<file path="src/sv/assert_macros.svh">
// Assertion helpers shared by the sequencer modules.
// Every macro samples on i_clk and is held off while i_rst_n is low.
`ifndef ASSERT_MACROS_SVH
`define ASSERT_MACROS_SVH

// The expression holds at every sampled edge.
`define ASSERT_ALWAYS(lbl, expr, msg) \
    lbl: assert property (@(posedge i_clk) disable iff (!i_rst_n) (expr)) else $error(msg);

// The consequent holds in the same cycle as the antecedent.
`define ASSERT_IMPL(lbl, ante, cons, msg) \
    lbl: assert property (@(posedge i_clk) disable iff (!i_rst_n) (ante) |-> (cons)) \
        else $error(msg);

// The consequent holds in the cycle after the antecedent.
`define ASSERT_NEXT(lbl, ante, cons, msg) \
    lbl: assert property (@(posedge i_clk) disable iff (!i_rst_n) (ante) |=> (cons)) \
        else $error(msg);

`endif

</file>
<file path="src/sv/i2cbts_pkg.sv">
package i2cbts_pkg;

    typedef enum logic [2:0] {
        KIND_BUF_WRITE  = 3'd0,
        KIND_BUF_READ   = 3'd1,
        KIND_START_SEND = 3'd2,
        KIND_START_RECV = 3'd3,
        KIND_START_REG  = 3'd4,
        KIND_DONE       = 3'd5
    } t_kind;

    typedef enum logic [3:0] {
        CMD_NONE        = 4'd0,
        CMD_SINGLE_SEND = 4'd1,
        CMD_SEND_START  = 4'd2,
        CMD_SEND_CONT   = 4'd3,
        CMD_SEND_FINISH = 4'd4,
        CMD_SINGLE_RECV = 4'd5,
        CMD_RECV_START  = 4'd6,
        CMD_RECV_CONT   = 4'd7,
        CMD_RECV_FINISH = 4'd8
    } t_cmd;

    typedef enum logic [2:0] {
        PH_IDLE      = 3'd0,
        PH_SEND_NEXT = 3'd1,
        PH_SEND_LAST = 3'd2,
        PH_SEND_REG  = 3'd3,
        PH_AWAIT     = 3'd4,
        PH_RX_NEXT   = 3'd5,
        PH_RX_NTL    = 3'd6,
        PH_RX_LAST   = 3'd7
    } t_phase;

    typedef enum logic [1:0] {
        CS_IDLE = 2'd0,
        CS_EXEC = 2'd1,
        CS_HOLD = 2'd2
    } t_ctl_state;

    // Input item as taken from the slave-side beat.
    typedef struct packed {
        t_kind       kind;
        logic [6:0]  slave_address;
        logic [3:0]  byte_count;
        logic [2:0]  buffer_index;
        logic [7:0]  write_byte;
        logic [7:0]  received_byte;
    } t_item;

    typedef struct packed {
        t_cmd        command;
        logic        address_load;
        logic [6:0]  address_out;
        logic        read_not_write;
        logic        tx_valid;
        logic [7:0]  tx_byte;
        logic [7:0]  read_data;
        logic        transfer_done;
        logic        rejected;
        logic        busy_res;
    } t_result;

    // Commands from the controller to the datapath.
    typedef struct packed {
        logic capture;
        logic execute;
    } t_ctrl;

    localparam int unsigned S_TDATA_W = 32;
    localparam int unsigned S_TUSER_W = 3;
    localparam int unsigned M_TDATA_W = 40;

endpackage

</file>
<file path="src/sv/i2c_burst_transaction_sequencer_unit.sv">
// I2C burst transaction sequencer.
// Slave side: one beat per event. tuser carries the event kind (buffer write,
// buffer read, start send, start receive, start register read, master done);
// tdata carries the address, byte count, buffer index and data bytes.
// Master side: one beat per event with the command for the master core, the
// address load, the byte to transmit, read data and the done, rejected and
// busy flags.
// Every accepted event gives exactly one result beat. An event is captured in
// the cycle it is accepted, the buffer read issued then returns in the next
// cycle, where the event executes, and the result beat is offered from the
// cycle after that. One event is in flight at a time: tready is high only
// while no event is held, so the block takes no new event until the result
// beat of the last one has been taken. The registered read of the byte
// buffer and the held result beat are what keep an event in flight.
// A stalled master side holds the result beat unchanged and keeps tready low.
// Reset returns the sequencer to idle and makes every buffer entry read zero.
module i2c_burst_transaction_sequencer_unit #(
    parameter int BUFFER_BYTES = 8
) (
    input  logic        i_clk,
    input  logic        i_rst_n,
    input  logic        i_s_tvalid,
    output logic        o_s_tready,
    // kind[2:0]
    input  logic [2:0]  i_s_tuser,
    // slave_address[6:0], byte_count[10:7], buffer_index[13:11],
    // write_byte[21:14], received_byte[29:22], zero[31:30]
    input  logic [31:0] i_s_tdata,
    output logic        o_m_tvalid,
    input  logic        i_m_tready,
    // command[3:0], address_load[4], address_out[11:5], read_not_write[12],
    // tx_valid[13], tx_byte[21:14], read_data[29:22], transfer_done[30],
    // rejected[31], busy_res[32], zero[39:33]
    output logic [39:0] o_m_tdata
);

    i2cbts_pkg::t_ctrl   ctrl;
    i2cbts_pkg::t_item   item;
    i2cbts_pkg::t_result result;

    always_comb begin
        item.kind          = i2cbts_pkg::t_kind'(i_s_tuser);
        item.slave_address = i_s_tdata[6:0];
        item.byte_count    = i_s_tdata[10:7];
        item.buffer_index  = i_s_tdata[13:11];
        item.write_byte    = i_s_tdata[21:14];
        item.received_byte = i_s_tdata[29:22];
    end

    i2cbts_ctrl u_ctrl (
        .i_clk      (i_clk),
        .i_rst_n    (i_rst_n),
        .i_s_tvalid (i_s_tvalid),
        .o_s_tready (o_s_tready),
        .o_m_tvalid (o_m_tvalid),
        .i_m_tready (i_m_tready),
        .o_ctrl     (ctrl)
    );

    i2cbts_dp #(
        .BUFFER_BYTES (BUFFER_BYTES)
    ) u_dp (
        .i_clk    (i_clk),
        .i_rst_n  (i_rst_n),
        .i_ctrl   (ctrl),
        .i_item   (item),
        .o_result (result)
    );

    assign o_m_tdata = {7'b0,
                        result.busy_res,
                        result.rejected,
                        result.transfer_done,
                        result.read_data,
                        result.tx_byte,
                        result.tx_valid,
                        result.read_not_write,
                        result.address_out,
                        result.address_load,
                        result.command};

endmodule

</file>
<file path="src/sv/i2cbts_ram.sv">
module i2cbts_ram #(
    parameter int WIDTH = 8,
    parameter int DEPTH = 8
) (
    input  logic                     i_clk,
    input  logic                     i_we,
    input  logic [$clog2(DEPTH)-1:0] i_waddr,
    input  logic [WIDTH-1:0]         i_wdata,
    input  logic [$clog2(DEPTH)-1:0] i_raddr,
    output logic [WIDTH-1:0]         o_rdata
);

    logic [WIDTH-1:0] r_mem [DEPTH];
    logic [WIDTH-1:0] r_rdata;

    always_ff @(posedge i_clk) begin
        if (i_we) begin
            r_mem[i_waddr] <= i_wdata;
        end
        r_rdata <= r_mem[i_raddr];
    end

    assign o_rdata = r_rdata;

endmodule

</file>
<file path="src/sv/i2cbts_ctrl.sv">
`include "assert_macros.svh"

module i2cbts_ctrl (
    input  logic               i_clk,
    input  logic               i_rst_n,
    input  logic               i_s_tvalid,
    output logic               o_s_tready,
    output logic               o_m_tvalid,
    input  logic               i_m_tready,
    output i2cbts_pkg::t_ctrl  o_ctrl
);

    i2cbts_pkg::t_ctl_state r_state;
    i2cbts_pkg::t_ctl_state n_state;

    always_ff @(posedge i_clk) begin
        if (!i_rst_n) begin
            r_state <= i2cbts_pkg::CS_IDLE;
        end else begin
            r_state <= n_state;
        end
    end

    always_comb begin
        n_state        = r_state;
        o_s_tready     = 1'b0;
        o_m_tvalid     = 1'b0;
        o_ctrl.capture = 1'b0;
        o_ctrl.execute = 1'b0;
        case (r_state)
            i2cbts_pkg::CS_IDLE: begin
                o_s_tready = 1'b1;
                if (i_s_tvalid) begin
                    o_ctrl.capture = 1'b1;
                    n_state        = i2cbts_pkg::CS_EXEC;
                end
            end
            i2cbts_pkg::CS_EXEC: begin
                o_ctrl.execute = 1'b1;
                n_state        = i2cbts_pkg::CS_HOLD;
            end
            i2cbts_pkg::CS_HOLD: begin
                o_m_tvalid = 1'b1;
                if (i_m_tready) begin
                    n_state = i2cbts_pkg::CS_IDLE;
                end
            end
            default: begin
                n_state = i2cbts_pkg::CS_IDLE;
            end
        endcase
    end

    `ASSERT_ALWAYS(a_one_side, !(o_s_tready && o_m_tvalid), "ready and valid overlap")
    `ASSERT_NEXT(a_capture_exec, o_ctrl.capture, o_ctrl.execute, "capture without execute")
    `ASSERT_NEXT(a_exec_valid, o_ctrl.execute, o_m_tvalid, "execute without result beat")

endmodule

</file>
<file path="src/sv/i2cbts_dp.sv">
`include "assert_macros.svh"

module i2cbts_dp #(
    parameter int BUFFER_BYTES = 8
) (
    input  logic                 i_clk,
    input  logic                 i_rst_n,
    input  i2cbts_pkg::t_ctrl    i_ctrl,
    input  i2cbts_pkg::t_item    i_item,
    output i2cbts_pkg::t_result  o_result
);

    localparam int AW = $clog2(BUFFER_BYTES);
    // Compare width: holds the depth itself and every 3-bit index or 4-bit count.
    localparam int PW = (AW + 1 > 4) ? AW + 1 : 4;
    localparam logic [PW-1:0] DEPTH_W = PW'(BUFFER_BYTES);

    i2cbts_pkg::t_item   r_item;
    i2cbts_pkg::t_phase  r_phase;
    i2cbts_pkg::t_phase  n_phase;
    logic [3:0]          r_remaining;
    logic [3:0]          n_remaining;
    logic [3:0]          r_ptr;
    logic [3:0]          n_ptr;
    logic [6:0]          r_target;
    logic [6:0]          n_target;
    logic [BUFFER_BYTES-1:0] r_valid;
    logic [AW-1:0]       r_raddr;
    i2cbts_pkg::t_result r_out;
    i2cbts_pkg::t_result n_out;

    logic [PW-1:0] rd_sel;
    logic [AW-1:0] rd_addr;
    logic [7:0]    ram_q;
    logic [7:0]    buf_q;
    logic          busy;
    logic          idx_ok;
    logic          cnt_bad;
    logic [PW-1:0] e_idx_w;
    logic [PW-1:0] e_ptr_w;
    logic [PW-1:0] cnt_w;
    logic          we;
    logic [AW-1:0] waddr;
    logic [7:0]    wdata;

    function automatic i2cbts_pkg::t_phase rx_phase_for(input logic [3:0] n);
        i2cbts_pkg::t_phase ph;
        if (n == 4'd1) begin
            ph = i2cbts_pkg::PH_RX_LAST;
        end else if (n == 4'd2) begin
            ph = i2cbts_pkg::PH_RX_NTL;
        end else begin
            ph = i2cbts_pkg::PH_RX_NEXT;
        end
        return ph;
    endfunction

    // The buffer read is launched in the capture cycle, so the entry is ready
    // when the item executes in the cycle after.
    always_comb begin
        case (i_item.kind)
            i2cbts_pkg::KIND_BUF_READ: rd_sel = PW'(i_item.buffer_index);
            i2cbts_pkg::KIND_DONE:     rd_sel = PW'(r_ptr);
            default:                   rd_sel = '0;
        endcase
        rd_addr = rd_sel[AW-1:0];
    end

    i2cbts_ram #(
        .WIDTH (8),
        .DEPTH (BUFFER_BYTES)
    ) u_buf (
        .i_clk   (i_clk),
        .i_we    (we),
        .i_waddr (waddr),
        .i_wdata (wdata),
        .i_raddr (rd_addr),
        .o_rdata (ram_q)
    );

    // Entries never written since reset read as zero.
    assign buf_q = r_valid[r_raddr] ? ram_q : 8'h00;

    always_comb begin
        busy        = r_phase != i2cbts_pkg::PH_IDLE;
        e_idx_w     = PW'(r_item.buffer_index);
        e_ptr_w     = PW'(r_ptr);
        cnt_w       = PW'(r_item.byte_count);
        idx_ok      = e_idx_w < DEPTH_W;
        cnt_bad     = (r_item.byte_count == 4'd0) || (cnt_w > DEPTH_W);
        n_phase     = r_phase;
        n_remaining = r_remaining;
        n_ptr       = r_ptr;
        n_target    = r_target;
        n_out       = '0;
        we          = 1'b0;
        waddr       = e_idx_w[AW-1:0];
        wdata       = r_item.write_byte;

        case (r_item.kind)
            i2cbts_pkg::KIND_BUF_WRITE: begin
                if (busy) begin
                    n_out.rejected = 1'b1;
                end else if (idx_ok) begin
                    we              = 1'b1;
                    n_out.read_data = r_item.write_byte;
                end
            end
            i2cbts_pkg::KIND_BUF_READ: begin
                if (idx_ok) begin
                    n_out.read_data = buf_q;
                end
            end
            i2cbts_pkg::KIND_START_SEND,
            i2cbts_pkg::KIND_START_RECV,
            i2cbts_pkg::KIND_START_REG: begin
                if (busy || cnt_bad) begin
                    n_out.rejected = 1'b1;
                end else begin
                    n_target           = r_item.slave_address;
                    n_out.address_load = 1'b1;
                    n_out.address_out  = r_item.slave_address;
                    n_ptr              = 4'd0;
                    if (r_item.kind == i2cbts_pkg::KIND_START_SEND) begin
                        n_out.tx_valid = 1'b1;
                        n_out.tx_byte  = buf_q;
                        n_ptr          = 4'd1;
                        n_remaining    = r_item.byte_count - 4'd1;
                        if (r_item.byte_count == 4'd1) begin
                            n_phase       = i2cbts_pkg::PH_AWAIT;
                            n_out.command = i2cbts_pkg::CMD_SINGLE_SEND;
                        end else begin
                            n_phase = (r_item.byte_count == 4'd2) ?
                                      i2cbts_pkg::PH_SEND_LAST : i2cbts_pkg::PH_SEND_NEXT;
                            n_out.command = i2cbts_pkg::CMD_SEND_START;
                        end
                    end else if (r_item.kind == i2cbts_pkg::KIND_START_RECV) begin
                        n_out.read_not_write = 1'b1;
                        n_remaining          = r_item.byte_count;
                        n_phase              = rx_phase_for(r_item.byte_count);
                        n_out.command        = (r_item.byte_count == 4'd1) ?
                                               i2cbts_pkg::CMD_SINGLE_RECV :
                                               i2cbts_pkg::CMD_RECV_START;
                    end else begin
                        // Register read: entry 0 goes out as the register address.
                        n_out.tx_valid = 1'b1;
                        n_out.tx_byte  = buf_q;
                        n_remaining    = r_item.byte_count;
                        n_phase        = i2cbts_pkg::PH_SEND_REG;
                        n_out.command  = i2cbts_pkg::CMD_SEND_START;
                    end
                end
            end
            i2cbts_pkg::KIND_DONE: begin
                case (r_phase)
                    i2cbts_pkg::PH_SEND_NEXT: begin
                        n_out.tx_valid = 1'b1;
                        n_out.tx_byte  = buf_q;
                        n_ptr          = r_ptr + 4'd1;
                        n_remaining    = r_remaining - 4'd1;
                        if (n_remaining == 4'd1) begin
                            n_phase = i2cbts_pkg::PH_SEND_LAST;
                        end
                        n_out.command = i2cbts_pkg::CMD_SEND_CONT;
                    end
                    i2cbts_pkg::PH_SEND_LAST: begin
                        n_out.tx_valid = 1'b1;
                        n_out.tx_byte  = buf_q;
                        n_out.command  = i2cbts_pkg::CMD_SEND_FINISH;
                        n_phase        = i2cbts_pkg::PH_AWAIT;
                    end
                    i2cbts_pkg::PH_AWAIT: begin
                        n_remaining         = 4'd0;
                        n_phase             = i2cbts_pkg::PH_IDLE;
                        n_out.transfer_done = 1'b1;
                    end
                    i2cbts_pkg::PH_SEND_REG: begin
                        n_out.address_load   = 1'b1;
                        n_out.address_out    = r_target;
                        n_out.read_not_write = 1'b1;
                        n_out.command        = (r_remaining == 4'd1) ?
                                               i2cbts_pkg::CMD_SINGLE_RECV :
                                               i2cbts_pkg::CMD_RECV_START;
                        n_phase              = rx_phase_for(r_remaining);
                    end
                    i2cbts_pkg::PH_RX_NEXT: begin
                        we              = 1'b1;
                        waddr           = e_ptr_w[AW-1:0];
                        wdata           = r_item.received_byte;
                        n_out.read_data = r_item.received_byte;
                        n_ptr           = r_ptr + 4'd1;
                        n_remaining     = r_remaining - 4'd1;
                        n_out.command   = i2cbts_pkg::CMD_RECV_CONT;
                        if (n_remaining == 4'd2) begin
                            n_phase = i2cbts_pkg::PH_RX_NTL;
                        end
                    end
                    i2cbts_pkg::PH_RX_NTL: begin
                        we              = 1'b1;
                        waddr           = e_ptr_w[AW-1:0];
                        wdata           = r_item.received_byte;
                        n_out.read_data = r_item.received_byte;
                        n_ptr           = r_ptr + 4'd1;
                        n_remaining     = r_remaining - 4'd1;
                        n_out.command   = i2cbts_pkg::CMD_RECV_FINISH;
                        n_phase         = i2cbts_pkg::PH_RX_LAST;
                    end
                    i2cbts_pkg::PH_RX_LAST: begin
                        we                  = 1'b1;
                        waddr               = e_ptr_w[AW-1:0];
                        wdata               = r_item.received_byte;
                        n_out.read_data     = r_item.received_byte;
                        n_remaining         = 4'd0;
                        n_phase             = i2cbts_pkg::PH_IDLE;
                        n_out.transfer_done = 1'b1;
                    end
                    default: begin
                    end
                endcase
            end
            default: begin
            end
        endcase

        n_out.busy_res = n_phase != i2cbts_pkg::PH_IDLE;
        // Nothing is stored unless this cycle executes an item.
        if (!i_ctrl.execute) begin
            we = 1'b0;
        end
    end

    always_ff @(posedge i_clk) begin
        if (i_ctrl.capture) begin
            r_item  <= i_item;
            r_raddr <= rd_addr;
        end
    end

    always_ff @(posedge i_clk) begin
        if (!i_rst_n) begin
            r_phase     <= i2cbts_pkg::PH_IDLE;
            r_remaining <= '0;
            r_ptr       <= '0;
            r_target    <= '0;
            r_valid     <= '0;
            r_out       <= '0;
        end else if (i_ctrl.execute) begin
            r_phase     <= n_phase;
            r_remaining <= n_remaining;
            r_ptr       <= n_ptr;
            r_target    <= n_target;
            r_out       <= n_out;
            if (we) begin
                r_valid[waddr] <= 1'b1;
            end
        end
    end

    assign o_result = r_out;

    `ASSERT_IMPL(a_rej_quiet, r_out.rejected,
        (r_out.command == i2cbts_pkg::CMD_NONE) && !r_out.address_load,
        "rejected event issued a command")
    `ASSERT_IMPL(a_done_idle, r_out.transfer_done, !r_out.busy_res,
        "transfer done while still busy")
    `ASSERT_NEXT(a_busy_phase, i_ctrl.execute,
        r_out.busy_res == (r_phase != i2cbts_pkg::PH_IDLE),
        "busy flag disagrees with phase")

endmodule

</file>
<file path="config.mk">
export PLATFORM = sky130hd
export DESIGN_NAME = i2c_burst_transaction_sequencer_unit
export DESIGN_NICKNAME = d
export VERILOG_FILES = /design/src/sv/i2cbts_pkg.sv /design/src/sv/i2c_burst_transaction_sequencer_unit.sv /design/src/sv/i2cbts_ram.sv /design/src/sv/i2cbts_ctrl.sv /design/src/sv/i2cbts_dp.sv
export VERILOG_INCLUDE_DIRS = /design/src /design/src/sv
export SDC_FILE = /design/constraint.sdc
export NUM_CORES = 1
export LEC_CHECK = 0
export BUFFER_PORTS_ARGS = -buffer_cell sky130_fd_sc_hd__buf_2
export CAP_MARGIN = 20
export CORE_UTILIZATION = 25
export DETAILED_ROUTE_END_ITERATION = 12
export HOLD_SLACK_MARGIN = 0.03
export PLACE_DENSITY = 0.49
export SETUP_SLACK_MARGIN = 0.2
export SLEW_MARGIN = 20
export SYNTH_ARGS = -nofsm -noshare
export SYNTH_HDL_FRONTEND = slang
export SYNTH_SLANG_ARGS = --single-unit
export TNS_END_PERCENT = 100
</file>
<file path="constraint.sdc">
create_clock -name i_clk -period 2.78 [get_ports i_clk]
set_input_delay 0.417 -clock i_clk [delete_from_list [all_inputs] [get_ports i_clk]]
set_output_delay 0.417 -clock i_clk [all_outputs]
set_load 0.03 [all_outputs]
</file>
# After elaboration in Yosys (flattened, before gate mapping)
# Memories as Yosys holds them, arrays and structs flattened. A register that Yosys moved wholly into a read port is not among the register bits.
# Cells that the tools add are included.
# totals
memories,1
elab_cells,146
mem_bits_rw,64
input_bits,39
register_bits,97
# mem_list
memory,words,width,rd,rd_clocked_by_memory_dff,write_ports,line_no,rtl
u_dp.u_buf.r_mem,8,8,1,1,1,i2cbts_ram.sv:13,logic [WIDTH-1:0] r_mem [DEPTH];
# op_classes
n_eq_ne,27
n_addsub,3
magnitude_cmp,4
n_mux,67
n_bitwise,2
reduce_logical,19
# op_table
cell,count
$pmux W22 S2,1
$mux W8,5
$mux W9,4
$mux W3,9
$mux W4,6
$pmux W4 S2,3
$pmux W8 S3,1
$mux W22,1
$eq A3 B3 Y1 const B,7
$pmux W4 S5,1
$mux W1,19
$mux W2,9
$pmux W3 S6,1
$eq A3 B2 Y1 const B,4
$eq A4 B1 Y1 const B,3
$eq A4 B2 Y1 const B,3
$pmux W3 S2,2
$eq A3 B1 Y1 const B,3
$reduce_or A3 Y1,3
$lt A3 B4 Y1 const B,2
$ne A2 B2 Y1 const B,4
$or A8 B8 Y8,1
$reduce_and A4 Y1,2
$sub A4 B1 Y4 const B,2
21 further kinds,26

# Logic depth before layout (Yosys ltp)
# logic_depth
depth_word,9
ltp_mapped,10
ltp_nobuf,8

# Hierarchy
# From an unflattened synthesis, not the netlist that was laid out.
# hier_totals
cells_unflattened,594
area_unflattened_um2,7397.1
# modules_own_cells
mod,seq_area_each_um2,area_each_um2,instances,cells_per_inst
i2cbts_dp,2242.2,4556.9,1,463
i2cbts_ram,2082.0,2691.3,1,114
i2cbts_ctrl,40.0,92.6,1,9
i2c_burst_transaction_sequencer_unit,0.0,56.3,1,8

# Least setup slack after synthesis
# OpenSTA, ideal clock, no wires.
# synth_timing
kind,register -> register
start,reg u_ctrl.r_state[0]
end,reg u_dp.r_item (netlist bit u_dp.cnt_w[0]) (enable)
t_arrival_ns,1.766
path_stages_with_launch,3
setup_slack_ns,0.618
setup_time_ns,0.397
required_time_ns,2.383
period_less_slack_ns,2.162
n_path_buf,0
path_cell_list,dfxtp_1 -> nor2_1 -> and2_1
# synth_lines
element,line_no,rtl
start: declaration,i2cbts_ctrl.sv:13,i2cbts_pkg::t_ctl_state r_state;
start signal: assignment,i2cbts_ctrl.sv:18,r_state <= i2cbts_pkg::CS_IDLE;
start signal: assignment,i2cbts_ctrl.sv:20,r_state <= n_state;
end signal: assignment,i2cbts_dp.sv:234,r_item <= i_item;
end: declaration,i2cbts_dp.sv:18,i2cbts_pkg::t_item r_item;

# Final worst setup path
# layout_timing
start,reg u_dp.r_item (netlist bit u_dp.cnt_w[1])
end,reg u_dp.r_out (netlist bit u_dp.o_result[15])
# layout_between
elab_chain_len,5
elab_cells_between_ends,6
# layout_rtl
element,line_no,rtl
$gt A4 B4 Y1 / $logic_not A4 Y1 (equally long branches),i2cbts_dp.sv:90,cnt_bad = (r_item.byte_count == 4'd0) || (cnt_w > DEPTH_W);
$logic_or A1 B1 Y1 (*),i2cbts_dp.sv:90,
$logic_or A1 B1 Y1 (*),i2cbts_dp.sv:117,if (busy || cnt_bad) begin
$mux W22 (*),i2cbts_dp.sv:117,
$pmux W22 S2 (*),i2cbts_dp.sv:100,case (r_item.kind)
end signal: assignment,i2cbts_dp.sv:252,r_out <= n_out;
end: declaration,i2cbts_dp.sv:29,i2cbts_pkg::t_result r_out;
# Mark *: on every way between the ends. The rest lies on a longest branch, timed or not.
# A chain may end at the register's enable or synchronous reset.

==> summary.md <==
| Metric | Value |
|---|---|
| Post-synthesis mux area share | 0.0379 |
| Max-cap violations | 0 |
| Synthesized area | between 7000 and 8000 um^2 |
| Pwr per Cell Area | around 620 nW/um^2 |
| Share of cells above drive strength 1 | 0.205 |
| Via density | between 4 and 5 |
| Post-synthesis compound-gate area fraction | 0.147 |
| Placer Congestion | 0.789 |
| Total CTS buffers | 17 |
| Largest cells by area after synthesis | edfxtp_1 41%, dfxtp_1 19%, nand2_1 6.5% |
| DP Area | ~8200 um^2 |
| Area growth syn-to-layout | 19.8% |
| CP max stage delay | about 0.48 ns |
| Critical path type | reg2reg |
| Sequential share of the synthesized area | 0.598 |
| Die ar. | roughly 30000 um^2 |
| Worst-Skew Late Latency | between 0.4 and 0.5 ns |
| Final period utilization | 0.831 |
| Initial Utilization | 0.254 |
| CORE AREA | ~29000 um^2 |
| Detailed Routing Iterations Pass 1 | 5 |
| Design area | 8750 um^2 |
| Final slew viol count | 0 |
| Peak supply drop | 0.000310 V |
| Crit. End Element | flop |
| Worst-Margin Slew | approximately 0.56 ns |
| Post-Synth Adder-Cell Area | 0.0137 |
| Mapped Cells | 673 |
| CP max stage cell | edfxtp_1 |
| Final Hold Fails | 0 |
| First-pass GRT wire length | between 20000 and 30000 um |
| Synthesized area per cell | between 10 and 15 um^2 |
| Count leader, synth | nand2_1 |
| Post-synth top flop | edfxtp_1 |
| Setup_tns | 0 ns |
| Critical Path RT | about 3.1 ns |
| Net count, final | 800 |
| Post-route DRC | 0 |
| Xor and xnor fraction of the mapped netlist area | 0.00240 |
| Grt ovf | 0 |
| Synth area leader | edfxtp_1 |
| Final wirelength | roughly 19000 um |
| RSZ-0062 raised after global routing | false |
| Synth unique cells | 62 |
| F_max | 433 MHz |
| Initial antenna violation count | 2 |
| Arr. time, crit path | around 2.7 ns |
| Antenna-violating nets left | 0 |
| Most used cell, CP | nor2b_1 |
| Post-synthesis register bit count | 168 |
| Asr flop ratio synth | 0 |
| TritonCTS clock tree | yes |
| Lkg Pwr | 0.00328 uW |
| Filler cells | between 3000 and 4000 |
| Final setup violation count | 0 |
| Yosys warns | 0 |
| Critical path's top delay family | simple AND/OR/NAND/NOR gates |
| Setup crit start kind | flop |
| Post-synth EDFFs | 100 |
| Clock tree sinks | 168 |
| Vias | 5198 |
| Worst hold path type | in2reg |
| Register area | 4360 um^2 |
| Port Buffers | 71 |
| Number of global-route vias before repair | 4933 |
| DRT iter0 DRCs | between 200 and 300 |
| Setup repair bufs after CTS | 0 |
| WL/cell | about 16 um |
| Crit-path max FO | 8 |
| Multi-input logic area | roughly 2700 um^2 |
| Die Span Y | between 150 and 200 um |
| Final Critical Period | between 2 and 2.5 ns |
| # H-tree levels | 4 |
| Die span in x | ~170 um |
| Root Driver | clkbuf_16 |
| CP cell instances | inv_1, ha_1, nor2b_1, xnor2_2, nand2_1, o32ai_4, buf_4, a32oi_1, nor2b_1 |
| Worst Skew | 0.00977 ns |
| Largest net degree at the start of global routing | 35 |
| IO Pins | 81 |
| Status | finished clean |
| Final HPWL DP | roughly 13000 um |
| Commonest cells in the netlist | 126 x nand2_1, 100 x edfxtp_1, 68 x dfxtp_1 |
| Yosys top cell area share | 0.411 |
| Clock slew at reported path FFs | roughly 0.070 ns |
| Worst slew margin | 0.626 |
| Row count | 62 |
| Synth Area in Simple Gates | 0.162 |
| Buffers plus inverters on the worst setup path | 2 |
| Largest family of logic cells by synthesized area | simple AND/OR/NAND/NOR gates |
| Total GRT Usage | 0.127 |
| Clock Path Buffers | 2 |
-- sequential cells by signal, indices dropped and copies added (netlist names) --
signal	count
u_dp.e_idx_w	3
u_dp.u_buf.r_mem	64
u_dp.r_valid	8
u_dp.r_target	7
u_ctrl.r_state	2
u_dp.o_result	33
u_dp.r_remaining	4
u_dp.r_item	26
u_dp.cnt_w	4
u_dp.e_ptr_w	3
u_dp.r_phase	3
u_dp.u_buf.o_rdata	8
u_dp.r_raddr	3
-- path summary, 6_finish.rpt --
kind / slack (ns) / endpoint / cells after the start / startpoint
worst max-delay path: 0.47 / u_dp.o_result[15]$_SDFFE_PN0N_ / 9 / u_dp.cnt_w[1]$_DFFE_PP_
worst min-delay path: 0.17 / u_dp.r_item[5]$_DFFE_PP_ / 1 / i_s_tdata[27]
worst max register to register: 0.47 / u_dp.o_result[15]$_SDFFE_PN0N_ / 9 / u_dp.cnt_w[1]$_DFFE_PP_
worst min register to register: 0.45 / u_dp.o_result[9]$_SDFFE_PN0N_ / 2 / u_dp.o_result[9]$_SDFFE_PN0N_
-- cell families (layout without fill, tap and decap cells) --
| kind of cell | after synthesis | in the layout |
|---|---|---|
| buffers and inverters | 60 | 147 |
| multiplexers | 23 | 23 |
| XOR/XNOR | 2 | 2 |
| AO/OA/AOI/OAI | 155 | 155 |
| adder cells (fa/ha/maj) | 8 | 8 |
| flip-flops | 168 | 168 |
| AND/OR/NAND/NOR | 256 | 256 |
| other | 1 | 9 |
-- metrics by stage --
stage                     hold slack [ns]  worst slack (ns)  std cells  power, uW   util
after floorplan                     0.432             0.618        679       3080      -
after global routing                0.148             0.247       1150       5620  0.305
after CTS                           0.148             0.329       1150       5470  0.304
final                               0.168             0.469       1152       5410  0.305
after global placement              0.439             0.389       1118       3220  0.285
after detailed placement            0.441             0.354       1118       3220  0.285
-- where the power goes --
part	leakage, uW	internal (uW)	switching [uW]	total (uW)
logic	0.00153	139	267	406
registers	0.00147	2710	54.0	2760
clock network	0.000273	1200	1040	2240
total	0.00328	4040	1360	5410
-- cell usage in the layout (no fill, tap or decap), drive strengths merged, types with 4 or more instances in the layout --
master and instances:
a21oi 16, buf 103, nand3 31, a21boi 9
nor2 34, nand2 127, clkinv 5, ha 8
inv 18, nor3b 4, a32oi 11, mux2i 10
and2 12, a22oi 7, a222oi 8, nor3 11
conb 7, clkbuf 19, o21a 12, nor2b 17
edfxtp 100, dfxtp 68, nand2b 5, o211ai 11
mux2 11, and3 7, o21ai 53, a31oi 6
-- timing repair --
action | in CTS | in global routing
gates resized for setup | 0 | 2
hold buffers | 0 | 0
setup endpoints to repair | 0 | 12
-- layout make-up --
type | count | area share
Clock buffer | 19 | 0.0506
Antenna cell | 2 | 0.000572
Multi-Input combinational cell | 451 | 0.307
Inverter | 12 | 0.00515
Timing Repair Buffer | 103 | 0.0695
Tap cell | 384 | 0.0549
Clock inverter | 13 | 0.0132
Sequential cell | 168 | 0.499
-- per-layer routing --
metal,up-vias,GRT usage,part of all wire,routed length (um)
li1,2606,-,-,-
met1,2473,0.171,0.48,8820
met2,109,0.205,0.47,8800
met3,10,0.0251,0.041,762
met4,0,0.0383,0.010,192
met5,-,0,0,0
Note: power is estimated with default switching activity, not from simulation.
